--- src/sv/tesrt_pkg.sv ---
// Shared types, codes and constants of the tab-expanding space-run tokenizer.
package tesrt_pkg;

	localparam int MAX_TAB_DEF     = 32;
	localparam int COLUMN_BITS_DEF = 16;
	localparam int CFG_W           = 6;

	localparam logic [CFG_W-1:0] PEND_MAX = 6'd63;
	localparam logic [7:0]       CH_SPACE = 8'h20;
	localparam logic [7:0]       CH_TAB   = 8'h09;

	localparam logic REG_TAB_SIZE  = 1'b0;
	localparam logic REG_TAB_STOPS = 1'b1;

	typedef enum logic [1:0] {
		CMD_WS      = 2'd0,
		CMD_NEWLINE = 2'd1,
		CMD_TOKEN   = 2'd2,
		CMD_START   = 2'd3
	} cmd_t;

	typedef enum logic [2:0] {
		S_IDLE,
		S_MOD_TS,
		S_MOD_ST,
		S_TAB,
		S_DRAIN,
		S_FLUSH,
		S_TOKEN
	} state_t;

	// effective (clamped) configuration
	typedef struct packed {
		logic [CFG_W-1:0] ts;
		logic [CFG_W-1:0] stops;
	} cfg_t;

	// remainder unit status
	typedef struct packed {
		logic             done;
		logic [CFG_W-1:0] rem;
	} rem_res_t;

endpackage

--- src/sv/tesrt_regs.sv ---
// Configuration registers with APB write/read access and clamping of the tab settings.
module tesrt_regs #(
	parameter int MAX_TAB = tesrt_pkg::MAX_TAB_DEF
) (
	input  logic              clk,
	input  logic              arst_n,
	input  logic              psel,
	input  logic              penable,
	input  logic              pwrite,
	input  logic [2:0]        paddr,
	input  logic [31:0]       pwdata,
	output logic [31:0]       prdata,
	output logic              pready,
	output tesrt_pkg::cfg_t   cfg
);
	import tesrt_pkg::*;

	localparam int TS_LIM    = (MAX_TAB < 32) ? MAX_TAB : 32;
	localparam int STOPS_LIM = (MAX_TAB < 63) ? MAX_TAB : 63;

	logic [CFG_W-1:0] tab_size_q;
	logic [CFG_W-1:0] tab_stops_q;
	logic             wr_en;

	assign pready = 1'b1;
	assign wr_en  = psel && penable && pwrite && pready;

	always_ff @(posedge clk or negedge arst_n) begin
		if (!arst_n) begin
			tab_size_q  <= 6'd8;
			tab_stops_q <= 6'd8;
		end else if (wr_en) begin
			if (paddr[2] == REG_TAB_SIZE) begin
				tab_size_q <= pwdata[CFG_W-1:0];
			end else begin
				tab_stops_q <= pwdata[CFG_W-1:0];
			end
		end
	end

	always_comb begin
		if (paddr[2] == REG_TAB_STOPS) begin
			prdata = {{(32-CFG_W){1'b0}}, tab_stops_q};
		end else begin
			prdata = {{(32-CFG_W){1'b0}}, tab_size_q};
		end
	end

	// zero acts as one, large values saturate
	always_comb begin
		if (tab_size_q == '0) begin
			cfg.ts = CFG_W'(1);
		end else if (tab_size_q > CFG_W'(TS_LIM)) begin
			cfg.ts = CFG_W'(TS_LIM);
		end else begin
			cfg.ts = tab_size_q;
		end
		if (tab_stops_q == '0) begin
			cfg.stops = CFG_W'(1);
		end else if (tab_stops_q > CFG_W'(STOPS_LIM)) begin
			cfg.stops = CFG_W'(STOPS_LIM);
		end else begin
			cfg.stops = tab_stops_q;
		end
	end

endmodule

--- src/sv/tesrt_rem.sv ---
// Bit-serial restoring remainder unit: column modulo a small divisor.
module tesrt_rem #(
	parameter int DIVIDEND_W = tesrt_pkg::COLUMN_BITS_DEF
) (
	input  logic                    clk,
	input  logic                    arst_n,
	input  logic                    start,
	input  logic [DIVIDEND_W-1:0]   dividend,
	input  logic [tesrt_pkg::CFG_W-1:0] divisor,
	output tesrt_pkg::rem_res_t     res
);
	import tesrt_pkg::*;

	localparam int CNT_W = $clog2(DIVIDEND_W + 1);

	logic                  busy_q;
	logic                  done_q;
	logic [CNT_W-1:0]      cnt_q;
	logic [DIVIDEND_W-1:0] dvd_q;
	logic [CFG_W-1:0]      dvs_q;
	logic [CFG_W-1:0]      part_q;
	logic [CFG_W:0]        trial;
	logic [CFG_W-1:0]      part_next;

	// partial remainder stays below the divisor, so trial fits one extra bit
	assign trial = {part_q, dvd_q[DIVIDEND_W-1]};

	always_comb begin
		if (trial >= {1'b0, dvs_q}) begin
			part_next = CFG_W'(trial - {1'b0, dvs_q});
		end else begin
			part_next = trial[CFG_W-1:0];
		end
	end

	always_ff @(posedge clk or negedge arst_n) begin
		if (!arst_n) begin
			busy_q <= 1'b0;
			done_q <= 1'b0;
			cnt_q  <= '0;
		end else if (start) begin
			busy_q <= 1'b1;
			done_q <= 1'b0;
			cnt_q  <= CNT_W'(DIVIDEND_W);
		end else if (busy_q) begin
			cnt_q <= cnt_q - CNT_W'(1);
			if (cnt_q == CNT_W'(1)) begin
				busy_q <= 1'b0;
				done_q <= 1'b1;
			end
		end else begin
			done_q <= 1'b0;
		end
	end

	always_ff @(posedge clk) begin
		if (start) begin
			dvd_q  <= dividend;
			dvs_q  <= divisor;
			part_q <= '0;
		end else if (busy_q) begin
			dvd_q  <= {dvd_q[DIVIDEND_W-2:0], 1'b0};
			part_q <= part_next;
		end
	end

	assign res.done = done_q;
	assign res.rem  = part_q;

endmodule

--- src/sv/tab_expand_space_run_tokenizer.sv ---
// Top level: token sequencer, column and pending-space state, result register.
// A space runs one remainder pass (column modulo tab_stops), a tab two (column modulo
// tab_size, then tab_stops) before its n expanded spaces; a newline or other token
// first flushes a pending run; the remainder unit is bit-serial, one column bit a cycle.
// One item at a time: s_axis_tready is high only between items, and a stalled result
// register holds the sequencer. Reset: arst_n clears column, pending spaces,
// sequencer and result valid; tab_size and tab_stops return to 8.
module tab_expand_space_run_tokenizer #(
	parameter int MAX_TAB     = tesrt_pkg::MAX_TAB_DEF,
	parameter int COLUMN_BITS = tesrt_pkg::COLUMN_BITS_DEF
) (
	input  logic        clk,
	input  logic        arst_n,
	// APB configuration
	input  logic        psel,
	input  logic        penable,
	input  logic        pwrite,
	input  logic [2:0]  paddr,
	input  logic [31:0] pwdata,
	output logic [31:0] prdata,
	output logic        pready,
	// token input
	input  logic        s_axis_tvalid,
	output logic        s_axis_tready,
	input  logic [55:0] s_axis_tdata,  // ws_char[7:0], action_code[23:8],
	                                   // token_length[39:24], token_ref[55:40]
	input  logic [1:0]  s_axis_tuser,  // command[1:0]
	// result output
	output logic        m_axis_tvalid,
	input  logic        m_axis_tready,
	output logic [47:0] m_axis_tdata,  // out_action[15:0], out_length[31:16],
	                                   // out_ref[47:32]
	output logic        m_axis_tuser,  // is_space_run
	output logic        m_axis_tlast   // last
);
	import tesrt_pkg::*;

	cfg_t     cfg;
	rem_res_t res;

	state_t state_q, state_next;

	logic [COLUMN_BITS-1:0] col_q;
	logic [CFG_W-1:0]       pend_q;
	logic [CFG_W-1:0]       resid_q;
	logic [CFG_W-1:0]       cnt_q;
	logic                   hold_vld_q;
	logic [CFG_W-1:0]       hold_len_q;
	logic                   nl_q;
	logic [15:0]            act_q;
	logic [15:0]            len_q;
	logic [15:0]            ref_q;

	logic                   out_vld_q;
	logic                   out_run_q;
	logic                   out_last_q;
	logic [15:0]            out_act_q;
	logic [15:0]            out_len_q;
	logic [15:0]            out_ref_q;

	logic                   acc;
	cmd_t                   cmd;
	logic [7:0]             ws_char;
	logic                   is_space;
	logic                   is_tab;
	logic                   ofree;

	logic [CFG_W-1:0]       pend_inc;
	logic [COLUMN_BITS-1:0] col_inc;
	logic [CFG_W:0]         resid_inc;
	logic [CFG_W-1:0]       resid_next;
	logic                   emit;
	logic                   step;

	logic                   rem_start;
	logic [CFG_W-1:0]       rem_divisor;
	logic                   push;
	logic                   push_run;
	logic                   push_last;
	logic [15:0]            push_act;
	logic [15:0]            push_len;
	logic [15:0]            push_ref;

	tesrt_regs #(
		.MAX_TAB (MAX_TAB)
	) u_regs (
		.clk     (clk),
		.arst_n  (arst_n),
		.psel    (psel),
		.penable (penable),
		.pwrite  (pwrite),
		.paddr   (paddr),
		.pwdata  (pwdata),
		.prdata  (prdata),
		.pready  (pready),
		.cfg     (cfg)
	);

	tesrt_rem #(
		.DIVIDEND_W (COLUMN_BITS)
	) u_rem (
		.clk      (clk),
		.arst_n   (arst_n),
		.start    (rem_start),
		.dividend (col_q),
		.divisor  (rem_divisor),
		.res      (res)
	);

	assign s_axis_tready = (state_q == S_IDLE);
	assign acc      = s_axis_tvalid && s_axis_tready;
	assign cmd      = cmd_t'(s_axis_tuser);
	assign ws_char  = s_axis_tdata[7:0];
	assign is_space = (ws_char == CH_SPACE);
	assign is_tab   = (ws_char == CH_TAB);
	assign ofree    = !out_vld_q || m_axis_tready;

	// one added space: advance column and its residue modulo tab_stops
	assign pend_inc  = (pend_q == PEND_MAX) ? PEND_MAX : pend_q + CFG_W'(1);
	assign col_inc   = col_q + COLUMN_BITS'(1);
	assign resid_inc = {1'b0, resid_q} + (CFG_W+1)'(1);
	always_comb begin
		if (col_inc == '0 || resid_inc == {1'b0, cfg.stops}) begin
			resid_next = '0;
		end else begin
			resid_next = resid_inc[CFG_W-1:0];
		end
	end
	assign emit = (resid_next == '0);

	// next state
	always_comb begin
		state_next = state_q;
		case (state_q)
			S_IDLE: begin
				if (acc) begin
					case (cmd)
						CMD_WS: begin
							if (is_space) begin
								state_next = S_MOD_ST;
							end else if (is_tab) begin
								state_next = S_MOD_TS;
							end
						end
						CMD_NEWLINE, CMD_TOKEN: begin
							state_next = (pend_q != '0) ? S_FLUSH : S_TOKEN;
						end
						default: state_next = S_IDLE;
					endcase
				end
			end
			S_MOD_TS: if (res.done) state_next = S_MOD_ST;
			S_MOD_ST: if (res.done) state_next = S_TAB;
			S_TAB:    if (step && cnt_q == CFG_W'(1)) state_next = S_DRAIN;
			S_DRAIN:  if (!hold_vld_q || ofree) state_next = S_IDLE;
			S_FLUSH:  if (ofree) state_next = S_TOKEN;
			S_TOKEN:  if (ofree) state_next = S_IDLE;
			default:  state_next = S_IDLE;
		endcase
	end

	// sequencer outputs
	always_comb begin
		rem_start   = 1'b0;
		rem_divisor = cfg.stops;
		step        = 1'b0;
		push        = 1'b0;
		push_run    = 1'b1;
		push_last   = 1'b0;
		push_act    = '0;
		push_len    = {{(16-CFG_W){1'b0}}, pend_q};
		push_ref    = '0;
		case (state_q)
			S_IDLE: begin
				if (acc && cmd == CMD_WS && (is_space || is_tab)) begin
					rem_start   = 1'b1;
					rem_divisor = is_tab ? cfg.ts : cfg.stops;
				end
			end
			S_MOD_TS: begin
				rem_start = res.done;
			end
			S_TAB: begin
				// stall only when a held run must leave and the result register is full
				step     = !(emit && hold_vld_q && !ofree);
				push     = step && emit && hold_vld_q;
				push_len = {{(16-CFG_W){1'b0}}, hold_len_q};
			end
			S_DRAIN: begin
				push      = hold_vld_q && ofree;
				push_last = 1'b1;
				push_len  = {{(16-CFG_W){1'b0}}, hold_len_q};
			end
			S_FLUSH: begin
				push = ofree;
			end
			S_TOKEN: begin
				push      = ofree;
				push_run  = 1'b0;
				push_last = 1'b1;
				push_act  = act_q;
				push_len  = len_q;
				push_ref  = ref_q;
			end
			default: ;
		endcase
	end

	always_ff @(posedge clk or negedge arst_n) begin
		if (!arst_n) begin
			state_q    <= S_IDLE;
			col_q      <= '0;
			pend_q     <= '0;
			hold_vld_q <= 1'b0;
			out_vld_q  <= 1'b0;
		end else begin
			state_q <= state_next;
			case (state_q)
				S_IDLE: begin
					if (acc && cmd == CMD_START) begin
						col_q  <= '0;
						pend_q <= '0;
					end
				end
				S_TAB: begin
					if (step) begin
						col_q  <= col_inc;
						pend_q <= emit ? '0 : pend_inc;
						if (emit) hold_vld_q <= 1'b1;
					end
				end
				S_DRAIN: begin
					if (push) hold_vld_q <= 1'b0;
				end
				S_FLUSH: begin
					if (push) pend_q <= '0;
				end
				S_TOKEN: begin
					if (push) col_q <= nl_q ? '0 : col_q + COLUMN_BITS'(len_q);
				end
				default: ;
			endcase
			if (push) begin
				out_vld_q <= 1'b1;
			end else if (m_axis_tready) begin
				out_vld_q <= 1'b0;
			end
		end
	end

	always_ff @(posedge clk) begin
		if (acc) begin
			nl_q  <= (cmd == CMD_NEWLINE);
			act_q <= s_axis_tdata[23:8];
			len_q <= s_axis_tdata[39:24];
			ref_q <= s_axis_tdata[55:40];
			cnt_q <= CFG_W'(1);
		end
		if (state_q == S_MOD_TS && res.done) begin
			cnt_q <= cfg.ts - res.rem;
		end
		if (state_q == S_MOD_ST && res.done) begin
			resid_q <= res.rem;
		end
		if (state_q == S_TAB && step) begin
			cnt_q   <= cnt_q - CFG_W'(1);
			resid_q <= resid_next;
			if (emit) hold_len_q <= pend_inc;
		end
		if (push) begin
			out_run_q  <= push_run;
			out_last_q <= push_last;
			out_act_q  <= push_act;
			out_len_q  <= push_len;
			out_ref_q  <= push_ref;
		end
	end

	assign m_axis_tvalid = out_vld_q;
	assign m_axis_tdata  = {out_ref_q, out_len_q, out_act_q};
	assign m_axis_tuser  = out_run_q;
	assign m_axis_tlast  = out_last_q;

endmodule

--- config.mk ---
export PLATFORM = sky130hd
export DESIGN_NAME = tab_expand_space_run_tokenizer
export DESIGN_NICKNAME = d
export VERILOG_FILES = /design/src/sv/tesrt_pkg.sv /design/src/sv/tesrt_regs.sv /design/src/sv/tesrt_rem.sv /design/src/sv/tab_expand_space_run_tokenizer.sv
export SDC_FILE = /design/constraint.sdc
export NUM_CORES = 1
export LEC_CHECK = 0
export ABC_AREA = 1
export BUFFER_PORTS_ARGS = -buffer_cell sky130_fd_sc_hd__buf_4
export CORE_MARGIN = 4
export CORE_UTILIZATION = 35
export CTS_CLUSTER_SIZE = 28
export DETAILED_ROUTE_END_ITERATION = 16
export HOLD_SLACK_MARGIN = 0.06
export PLACE_DENSITY = 0.63
export RECOVER_POWER = 100
export SLEW_MARGIN = 30
export SYNTH_ARGS = -nofsm -noshare
export SYNTH_HDL_FRONTEND = slang
export SYNTH_SLANG_ARGS = --single-unit
--- constraint.sdc ---
create_clock -name clk -period 10.35 [get_ports clk]
set_clock_uncertainty 0.2 [all_clocks]
set_input_delay 1.035 -clock clk [delete_from_list [all_inputs] [get_ports clk]]
set_output_delay 1.035 -clock clk [all_outputs]
set_load 0.05 [all_outputs]
# Word-level counts from Yosys, hierarchy flattened
# Index checks and enable logic that the tools add are counted.
# totals
reg_bits	191
output_inout_bits	85
inputBits	100
elab_cells	176
# classes
n_addsub	8
n_reduce_logical	48
bitwise	1
n_lt_le_gt_ge	3
eq_ne	30
muxes	61
# ops
operator	count
$mux W6	20
$mux W16	6
$pmux W16 S3	1
$pmux W16 S2	1
$mux W3	9
$pmux W3 S7	1
$logic_not A6 Y1	3
$ne A2 B2 Y1 const B	9
$pmux W6 S3	1
$add A16 B1 Y16 const B	1
$add A16 B16 Y16	1
$logic_not A16 Y1	1
$logic_and A1 B1 Y1	15
$mux W1	15
$gt A6 B6 Y1 const B	2
$reduce_and A4 Y1	3
$sub A6 B6 Y6	2
$mux W5	2
$eq A3 B3 Y1 const B	3
$reduce_bool A3 Y1	3
$eq A8 B4 Y1 const B	1
$eq A8 B6 Y1 const B	1
$ne A2 B1 Y1 const B	4
$reduce_and A8 Y1	1
other kinds (28)	45

# Longest topological paths before layout
# Gate-level depths: netlist of the first run.
# logic_depth
ltp_word	15
ltp_mapped	19
depth_no_buf	19

# Hierarchy
# From an unflattened synthesis of the first run, not the netlist that was laid out.
# hier_totals
hier_cells	1162
area_unflattened_um2	10358.7
# by_module_without_submodules
mod	area_per_inst_um2	cells_each	n_inst
tab_expand_space_run_tokenizer	7629.8	832	1
tesrt_rem	1833.0	203	1
tesrt_regs	895.9	127	1

# Least setup slack after synthesis of the first run
# No wires, ideal clock.
# synth_timing
path_type	reg2reg
from	reg state_q[0]
to	reg u_rem.dvd_q[0] (enable)
n_path_buf	0
stages_incl_launch_ff	12
slack_ns	4.840
arrival_ns	4.932
period_less_slack_ns	5.510
required_time_ns	9.772
path_cell_list	dfrtp_1 nor2_1 inv_1 nor2_1 inv_2 nor2_1 inv_1 nor2_1 nand2_1 nand2_1 inv_2 nand2_1
# synth_via
elab_chain_len	7
# synth_lines
item	line	rtl
from (decl)	tab_expand_space_run_tokenizer.sv:41	state_t state_q, state_next;
from (signal assigned)	tab_expand_space_run_tokenizer.sv:217	state_q <= state_next;
$logic_not A3 Y1	tab_expand_space_run_tokenizer.sv:110	assign s_axis_tready = (state_q == S_IDLE);
named net s_axis_tready	tab_expand_space_run_tokenizer.sv:24	output logic s_axis_tready,
$logic_and A1 B1 Y1	tab_expand_space_run_tokenizer.sv:111	assign acc = s_axis_tvalid && s_axis_tready;
named net acc	tab_expand_space_run_tokenizer.sv:61	logic acc;
$logic_and A1 B1 Y1 (2 in series)	tab_expand_space_run_tokenizer.sv:175	if (acc && cmd == CMD_WS && (is_space || is_tab)) begin
$mux W1	tab_expand_space_run_tokenizer.sv:175	
$pmux W1 S2	tab_expand_space_run_tokenizer.sv:173	case (state_q)
named net rem_start	tab_expand_space_run_tokenizer.sv:75	logic rem_start;
$reduce_bool A2 Y1 (no line)	n/a	
to (signal assigned)	tesrt_rem.sv:58	dvd_q <= dividend;
to (signal assigned)	tesrt_rem.sv:62	dvd_q <= {dvd_q[DIVIDEND_W-2:0], 1'b0};
to (decl)	tesrt_rem.sv:19	logic [DIVIDEND_W-1:0] dvd_q;
# The timed path passes the listed nets, and every way through them passes these cells.
# A chain may end at the register's enable or synchronous reset.

# Final worst setup path of the first run
# layout_timing
from	reg col_q[1]
to	reg out_act_q[12] (enable)
# layout_via
elab_chain_len	11
# layout_lines
item	line	rtl
from (decl)	tab_expand_space_run_tokenizer.sv:43	logic [COLUMN_BITS-1:0] col_q;
from (signal assigned)	tab_expand_space_run_tokenizer.sv:227	col_q <= col_inc;
from (signal assigned)	tab_expand_space_run_tokenizer.sv:239	if (push) col_q <= nl_q ? '0 : col_q + COLUMN_BITS'(len_q);
$add A16 B1 Y16 *	tab_expand_space_run_tokenizer.sv:120	assign col_inc = col_q + COLUMN_BITS'(1);
$logic_not A16 Y1 *	tab_expand_space_run_tokenizer.sv:123	if (col_inc == '0 || resid_inc == {1'b0, cfg.stops}) begin
$logic_or A1 B1 Y1 *	tab_expand_space_run_tokenizer.sv:123	
$mux W6 *	tab_expand_space_run_tokenizer.sv:123	
$logic_not A6 Y1 *	tab_expand_space_run_tokenizer.sv:129	assign emit = (resid_next == '0);
$logic_and A1 B1 Y1 (2 in series)	tab_expand_space_run_tokenizer.sv:185	step = !(emit && hold_vld_q && !ofree);
$logic_not A1 Y1	tab_expand_space_run_tokenizer.sv:185	
$logic_and A1 B1 Y1 * (2 in series)	tab_expand_space_run_tokenizer.sv:186	push = step && emit && hold_vld_q;
$pmux W1 S3 *	tab_expand_space_run_tokenizer.sv:173	
named net push	tab_expand_space_run_tokenizer.sv:77	logic push;
to (signal assigned)	tab_expand_space_run_tokenizer.sv:273	out_act_q <= push_act;
to (decl)	tab_expand_space_run_tokenizer.sv:57	logic [15:0] out_act_q;
# The timed path passes the listed nets; every way through them passes the cells marked *.

==> results of run 1 <==
[how the worst max path moves through the flow]
stage / start / depth (start not counted) / endpoint / slack, ns
3_5_place_dp: s_axis_tdata[0] / 8 / u_rem.dvd_q[10] / 6.31
2_1_floorplan: state_q[0] / 11 / u_rem.dvd_q[0] / 4.84
5_1_grt: col_q[1] / 16 / out_len_q[15] / 4.32
4_1_cts: state_q[0] / 11 / u_rem.dvd_q[5] / 6.62
6_report: col_q[1] / 16 / out_act_q[12] / 4.85
3_3_place_gp: s_axis_tdata[0] / 8 / u_rem.dvd_q[13] / 6.39
[critical path, stage by stage, from the launching register on]
cell,delay (ns)
dfrtp_1,0.51
ha_1,0.22
nand2_1,0.17
nor2_1,0.42
nor2_1,0.08
nor2_1,0.16
nand2_1,0.07
nor2_1,0.12
nand3_1,0.08
nor2_1,0.22
nor2_1,0.20
o21ai_4,0.10
nand3_1,0.15
nand2_1,0.11
nand2_1,0.08
nand2_2,0.06
clkbuf_1,2.05
[sequential cells by signal (all words and copies together), names as in the netlist, 16 cells and up]
name / count
act_q: 16
col_q: 16
len_q: 16
out_act_q: 16
out_len_q: 16
out_ref_q: 16
ref_q: 16
u_rem.dvd_q: 16
[layout make-up]
| class | instances | area, µm² | area share [%] |
|---|---|---|---|
| Timing Repair Buffer | 133 | 762.0 | 6.399 |
| Tap cell | 384 | 480.5 | 4.035 |
| Antenna cell | 1 | 2.502 | 0.02101 |
| Sequential cell | 191 | 5448 | 45.75 |
| Clock buffer | 17 | 425.4 | 3.573 |
| Multi-Input combinational cell | 783 | 3986 | 33.48 |
| Inverter | 165 | 619.3 | 5.201 |
| Clock inverter | 15 | 183.9 | 1.545 |
[power by group through the flow]
stage	Combinational (µW)	Sequential [µW]	Clock, µW
6_report	1030	1180	672
3_5_place_dp	1080	1180	0
2_1_floorplan	665	1300	0
5_1_grt	1150	1200	724
4_1_cts	1090	1170	688
3_3_place_gp	1060	1180	0
[stage by stage]
step	std cells	hold slack, ns
2_1_floorplan	1188	0.2530
3_3_place_gp	1656	0.2699
3_5_place_dp	1656	0.2740
4_1_cts	1688	0.2958
5_1_grt	1689	0.3242
6_report	1689	0.2939
[cells by family after synthesis]
kind of cell | Yosys count
AOI/OAI and AO/OA | 151
and+or+nand+nor | 538
buffers and inverters | 214
xor gates and xnor gates | 26
adders and majority gates | 41
DFF | 191
other | 2
[layout by cell type (no fill, tap or decap), types with 4 or more instances in the layout]
| cell | synthesis | routed |
|---|---|---|
| nand2_1 | 287 | 287 |
| clkbuf_4 | 0 | 49 |
| dfrtp_1 | 44 | 44 |
| o31ai_1 | 5 | 5 |
| buf_4 | 27 | 21 |
| conb_1 | 2 | 27 |
| xor2_1 | 18 | 18 |
| nand4_1 | 33 | 34 |
| clkinv_1 | 4 | 4 |
| dfxtp_1 | 6 | 6 |
| a21oi_1 | 29 | 29 |
| ha_1 | 38 | 38 |
| nor3_1 | 17 | 16 |
| nand3_1 | 61 | 63 |
| clkbuf_16 | 0 | 17 |
| edfxtp_1 | 139 | 139 |
| xnor2_1 | 8 | 8 |
| inv_1 | 157 | 160 |
| nor2_1 | 116 | 118 |
| o21ai_0 | 75 | 83 |
| clkbuf_1 | 12 | 63 |
| clkinv_8 | 0 | 5 |
| o22ai_1 | 14 | 14 |
[routing by layer]
| metal | global-route usage [%] | part of all wire, % | wire (µm) |
|---|---|---|---|
| met1 | 19.27 | 44 | 10680 |
| met5 | 0 | 0 | 0 |
| met3 | 2.526 | 4.1 | 994 |
| met4 | 3.688 | 1.4 | 341 |
| met2 | 26.15 | 50 | 12180 |
==> results.py, run 1 <==
metrics = {
    "synthesis": {
        "synth_edf_count": 139,
        "synth_compound_area_share_pct": 8.346,
        "syn_area_um2": 10310,
        "synthTopCellsByArea": "edfxtp_1, dfrtp_1, nand2_1",
        "ys_warn_count": 0,
        "synth-main-ff-cell": "edfxtp_1",
        "synthMuxAreaShare_pct": 0,
        "synth_xor_xnor_area_share_pct": 2.208,
        "yosys-top-cells-count": "nand2_1, inv_1, edfxtp_1, nor2_1, o21ai_0",
        "avgSynthCellArea_um2": 8.868,
        "synth_fa_ha_area_share_pct": 5.192,
        "yosysSeqAreaShare_pct": 52.82,
        "synth.distinct_cells": 51,
        "yosys.area.top_type": "edfxtp_1",
        "synth-seq-cells": 191,
        "synth.top_cell.area_share_pct": 40.47,
        "syn_inst": 1163,
        "synth-simple-area-share_pct": 22.39,
        "synth_top_family_by_area": "simple AND/OR/NAND/NOR gates",
        "async_flop_share_pct": 24.08,
        "yosysMostFrequentCell": "nand2_1",
    },
    "layout": {
        "stdcell_area_um2": 11910,
        "area_growth_pct": 15.46,
        "fillers": 2934,
        "utilization_pct": 41.26,
        "drive_above_1_share_pct": 9.049,
        "nets": 1432,
    },
    "routing": {
        "drt_wl_total_mm": 24.20,
        "drt-wirelength-per-cell_um": 14.33,
        "drc": 0,
        "postRouteAntennaNets": 0,
        "drt-pass1-iter-count": 6,
        "drt_iter0_drc": 592,
        "num_vias": 8013,
        "avgViaCountPerCell": 4.744,
    },
    "floorplanning": {
        "dieHeight_um": 179.7,
        "start_util_pct": 35.74,
        "fp.dieArea_um2": 32280,
        "die_width_um": 179.7,
        "coreArea_um2": 28860,
        "num_rows": 62,
        "io_pins": 185,
    },
    "global_routing": {
        "grt_use_total_pct": 14.91,
        "antenna_found_initial": 1,
        "grt_pass1_vias": 7725,
        "grt_pass1_wl_mm": 39.63,
        "grt_overflow": 0,
        "grt_max_degree": 52,
    },
    "status": {
        "violations": "max-capacitance violations, max-slew violations",
        "outcome": "finished with violations",
    },
    "setup_path": {
        "crit_required_ns": 10.14,
        "worstPathMaxFanout": 51,
        "worstSetupEndpointType": "flip-flop",
        "r2r-start": "col_q[1]",
        "r2r-end": "out_act_q[12]",
        "cp.arrival_ns": 5.29,
        "criticalPathCategory": "reg2reg",
        "r2r_setup_slack_ns": 4.85,
        "critPathLaunchType": "flip-flop",
        "ff2ff_path_depth": 16,
    },
    "place": {
        "pre_cts_ws_ns": 6.314,
        "hpwl_mm": 17.85,
        "gp_congestion": 0.8587,
        "placed_area_um2": 11600,
        "io_buffer_count": 129,
    },
    "worst_hold_path": {
        "holdPathStages": 2,
        "holdCritPathClass": "reg2reg",
        "hold_path_end": "u_regs.tab_size_q[4]",
        "min-delay-start": "u_regs.tab_size_q[4]",
    },
    "pwr": {
        "switching_share_pct": 41.85,
        "seqPwrFrac_pct": 40.9,
        "p_sw_uw": 1203,
        "powerDensity_nw_per_um2": 241.3,
        "total_power_uw": 2874,
        "combPwrFrac_pct": 35.7,
        "ir_drop_uv": 109.1,
        "p_clk_share_pct": 23.4,
        "intPower_uw": 1671,
        "p_leak_uw": 0.005253,
    },
    "clock_tree": {
        "clock_latency_ns": 0.44,
        "clkTransAtPathRegs_ns": 0.08,
        "cts_setup_buffers": 0,
        "clockRootBuffer": "clkbuf_16",
        "post_cts_resized": 0,
        "hold_buffers": 0,
        "cts.sinks": 191,
        "cts_inserted_buffers": 17,
        "h-tree-depth": 4,
        "cts_tree": "built",
        "clockBufferDepth": 2,
    },
    "sta": {
        "relSlewSlack_pct": -95.11,
        "slew_viol_final": 215,
        "hold_violations": 0,
        "tightestPinTransition_ns": 2.927,
        "setup_viol": 0,
        "fmax_ghz": 0.1817,
        "fin_crit_sh_pct": 53.16,
        "rsz0062_at_grt": "no",
        "period_needed_ns": 5.502,
        "fin_ws_ns": 4.848,
        "setup-tns-final_ns": 0,
    },
    "flow_run": {
        "maxCapViolations": 5,
    },
}
Note: power is estimated with default switching activity, not from simulation.
==> run 2: changes to the inputs <==
--- a/config.mk
+++ b/config.mk
@@ -12,7 +12,7 @@
 export CTS_CLUSTER_SIZE = 28
 export DETAILED_ROUTE_END_ITERATION = 16
 export HOLD_SLACK_MARGIN = 0.06
-export PLACE_DENSITY = 0.63
+export PLACE_DENSITY = 0.65
 export RECOVER_POWER = 100
 export SLEW_MARGIN = 30
 export SYNTH_ARGS = -nofsm -noshare
==> constraint.sdc (replaced) <==
create_clock -name clk -period 4.6 [get_ports clk]
set_clock_uncertainty 0.2 [all_clocks]
set_input_delay 0.46 -clock clk [delete_from_list [all_inputs] [get_ports clk]]
set_output_delay 0.46 -clock clk [all_outputs]
set_load 0.05 [all_outputs]
==> run 2 against run 1 <==
  * The run still ends with max-capacitance violations, max-slew violations left
  * Combinational power rose by 130%
  * Largest cell class unchanged
  * Routed wire length rose by 1.3%
  * Highest routed layer unchanged
  * Non-clock buffer count rose by 50
  * Core utilization rose by 1.9 points
  * Critical path depth rose by 2
  * Total power rose by 130%
  * Sequential power rose by 120%
  * First-iteration DRC count rose by 4.2%
  * Final cell count rose by 3.0%
  * Critical endpoint is now out_len_q[14]
  * Cell area rose by 4.6%
  * Count of clock-buffer cells in the layout did not move
  * Clock power rose by 130%
==> results.py, run 2 (synthesis gave the netlist of run 1 again) <==
metrics = {
    "clock_tree": {
        "cts_tree": "built",
        "post_cts_resized": 0,
        "clkTransAtPathRegs_ns": 0.08,
        "clock_latency_ns": 0.44,
        "cts_inserted_buffers": 17,
        "clockRootBuffer": "clkbuf_16",
        "hold_buffers": 50,
        "cts.sinks": 191,
        "cts_setup_buffers": 0,
        "h-tree-depth": 4,
        "clockBufferDepth": 2,
    },
    "sta": {
        "setup_viol": 0,
        "rsz0062_at_grt": "no",
        "period_needed_ns": 3.805,
        "slew_viol_final": 47,
        "fmax_ghz": 0.2628,
        "fin_crit_sh_pct": 82.73,
        "hold_violations": 0,
        "tightestPinTransition_ns": 2.794,
        "relSlewSlack_pct": -86.30,
        "setup-tns-final_ns": 0,
    },
    "place": {
        "place_inst": 1656,
        "placed_area_um2": 11600,
        "gp_congestion": 0.8606,
        "hpwl_mm": 17.77,
        "io_buffer_count": 129,
    },
    "routing": {
        "drt-pass1-iter-count": 5,
        "routed-wl-met2_mm": 12.54,
        "dr_wl_met3_um": 784,
        "drc": 0,
        "wl_met1_mm": 10.71,
        "avgViaCountPerCell": 4.739,
        "highest_layer": "met4",
        "postRouteAntennaNets": 0,
        "drt_iter0_drc": 617,
        "num_vias": 8241,
        "drt-wirelength-per-cell_um": 14.10,
        "drt_wl_total_mm": 24.52,
    },
    "global_routing": {
        "antenna_found_initial": 0,
        "grt_max_degree": 52,
        "grt_pass1_vias": 8099,
        "grt_pass1_wl_mm": 40.18,
        "grt_overflow": 0,
        "grt_use_total_pct": 15.06,
    },
    "worst_hold_path": {
        "hold_path_end": "u_regs.tab_stops_q[5]",
        "holdCritPathClass": "in2reg",
        "min-delay-start": "pwdata[5]",
        "holdPathStages": 3,
    },
    "setup_path": {
        "crit_required_ns": 4.47,
        "critPathLaunch": "col_q[1]",
        "worstSetupEndpointType": "flip-flop",
        "slowest_delay_ns": 0.53,
        "r2r-start": "col_q[1]",
        "criticalPathCategory": "reg2reg",
        "worstPathMaxFanout": 51,
        "critPathLaunchType": "flip-flop",
        "path_cells": "ha_1 > nand2_2 > nor2_1 > nand2_1 > nand2_1 > nand2_1 > inv_1 > nand2_1 > nor2_1 > nand3_1 > nor2_1 > nor2_1 > o21ai_4 > nand3_1 > nand2_1 > nand2_1 > nand2_2 > buf_4",
        "cp_slowest_cell": "buf_4",
        "r2r-end": "out_len_q[14]",
        "r2r_setup_slack_ns": 0.79,
        "cp.arrival_ns": 3.68,
        "cp_common_cell": "nand2_1",
        "ff2ff_path_depth": 18,
    },
    "pwr": {
        "total_power_uw": 6499,
        "powerDensity_nw_per_um2": 521.9,
        "ir_drop_uv": 277.9,
        "p_leak_uw": 0.005488,
    },
    "flow_run": {
        "maxCapViolations": 1,
    },
    "floorplanning": {
        "num_rows": 62,
        "start_util_pct": 35.74,
        "dieHeight_um": 179.7,
        "coreArea_um2": 28860,
        "fp.dieArea_um2": 32280,
        "io_pins": 185,
        "die_width_um": 179.7,
    },
    "layout": {
        "nets": 1482,
        "stdcell_area_um2": 12450,
        "fillers": 2859,
        "area_growth_pct": 20.76,
        "final_common_cell": "nand2_1",
        "drive_above_1_share_pct": 9.084,
        "utilization_pct": 43.16,
        "final_cell_mix": "nand2_1, inv_1, edfxtp_1",
        "finalNonFillerCells": 1739,
    },
    "status": {
        "violations": "max-capacitance violations, max-slew violations",
        "outcome": "finished with violations",
    },
}
-- run 2: cell type report --
type / instances / area (µm²) / area share (%)
Antenna cell: 1 / 2.502 / 0.02009
Clock buffer: 17 / 425.4 / 3.416
Clock inverter: 15 / 188.9 / 1.517
Inverter: 165 / 619.3 / 4.973
Multi-Input combinational cell: 783 / 4019 / 32.27
Sequential cell: 191 / 5448 / 43.74
Tap cell: 384 / 480.5 / 3.858
Timing Repair Buffer: 183 / 1271 / 10.21
-- run 2: routing by layer --
metal | track usage, % | vias up
met3 | 1.981 | 36
met1 | 18.99 | 3863
met4 | 5.273 | 0
met2 | 26.63 | 167
met5 | 0 | -
li1 | - | 4175
-- run 2: worst max-delay path by stage --
stage                     slack [ns]              end  depth (start not counted)
after floorplan                 0.50   u_rem.dvd_q[0]                         11
after global placement          1.04   u_rem.dvd_q[0]                         11
after detailed placement         1.0  u_rem.dvd_q[15]                         11
after CTS                       0.98   u_rem.dvd_q[6]                         11
after global routing            0.41        col_q[13]                         16
final                           0.79    out_len_q[14]                         18
-- run 2: stage by stage --
| step | hold WS, ns | worst slack [ns] |
|---|---|---|
| after floorplan | -0.03559 | 0.5040 |
| after global placement | 0.2706 | 1.036 |
| after detailed placement | 0.2798 | 0.9971 |
| after CTS | 0.07128 | 0.9773 |
| after global routing | 0.08593 | 0.4050 |
| final | 0.08214 | 0.7945 |
-- run 2: power breakdown --
| group | internal [µW] | switching, µW | leakage, µW | total [µW] |
|---|---|---|---|---|
| logic | 659 | 1690 | 0.00325 | 2350 |
| clock network | 745 | 776 | 0.000296 | 1520 |
| registers | 2370 | 259 | 0.00195 | 2630 |
-- run 2: critical path: cells and delay by family (launching register included) --
kind | cells | cell delay [ns]
AO/OA/AOI/OAI | 1 | 0.11
adder cells (fa/ha/maj) | 1 | 0.24
buffers and inverters | 2 | 0.59
AND/OR/NAND/NOR | 14 | 1.74
flip-flops | 1 | 0.51
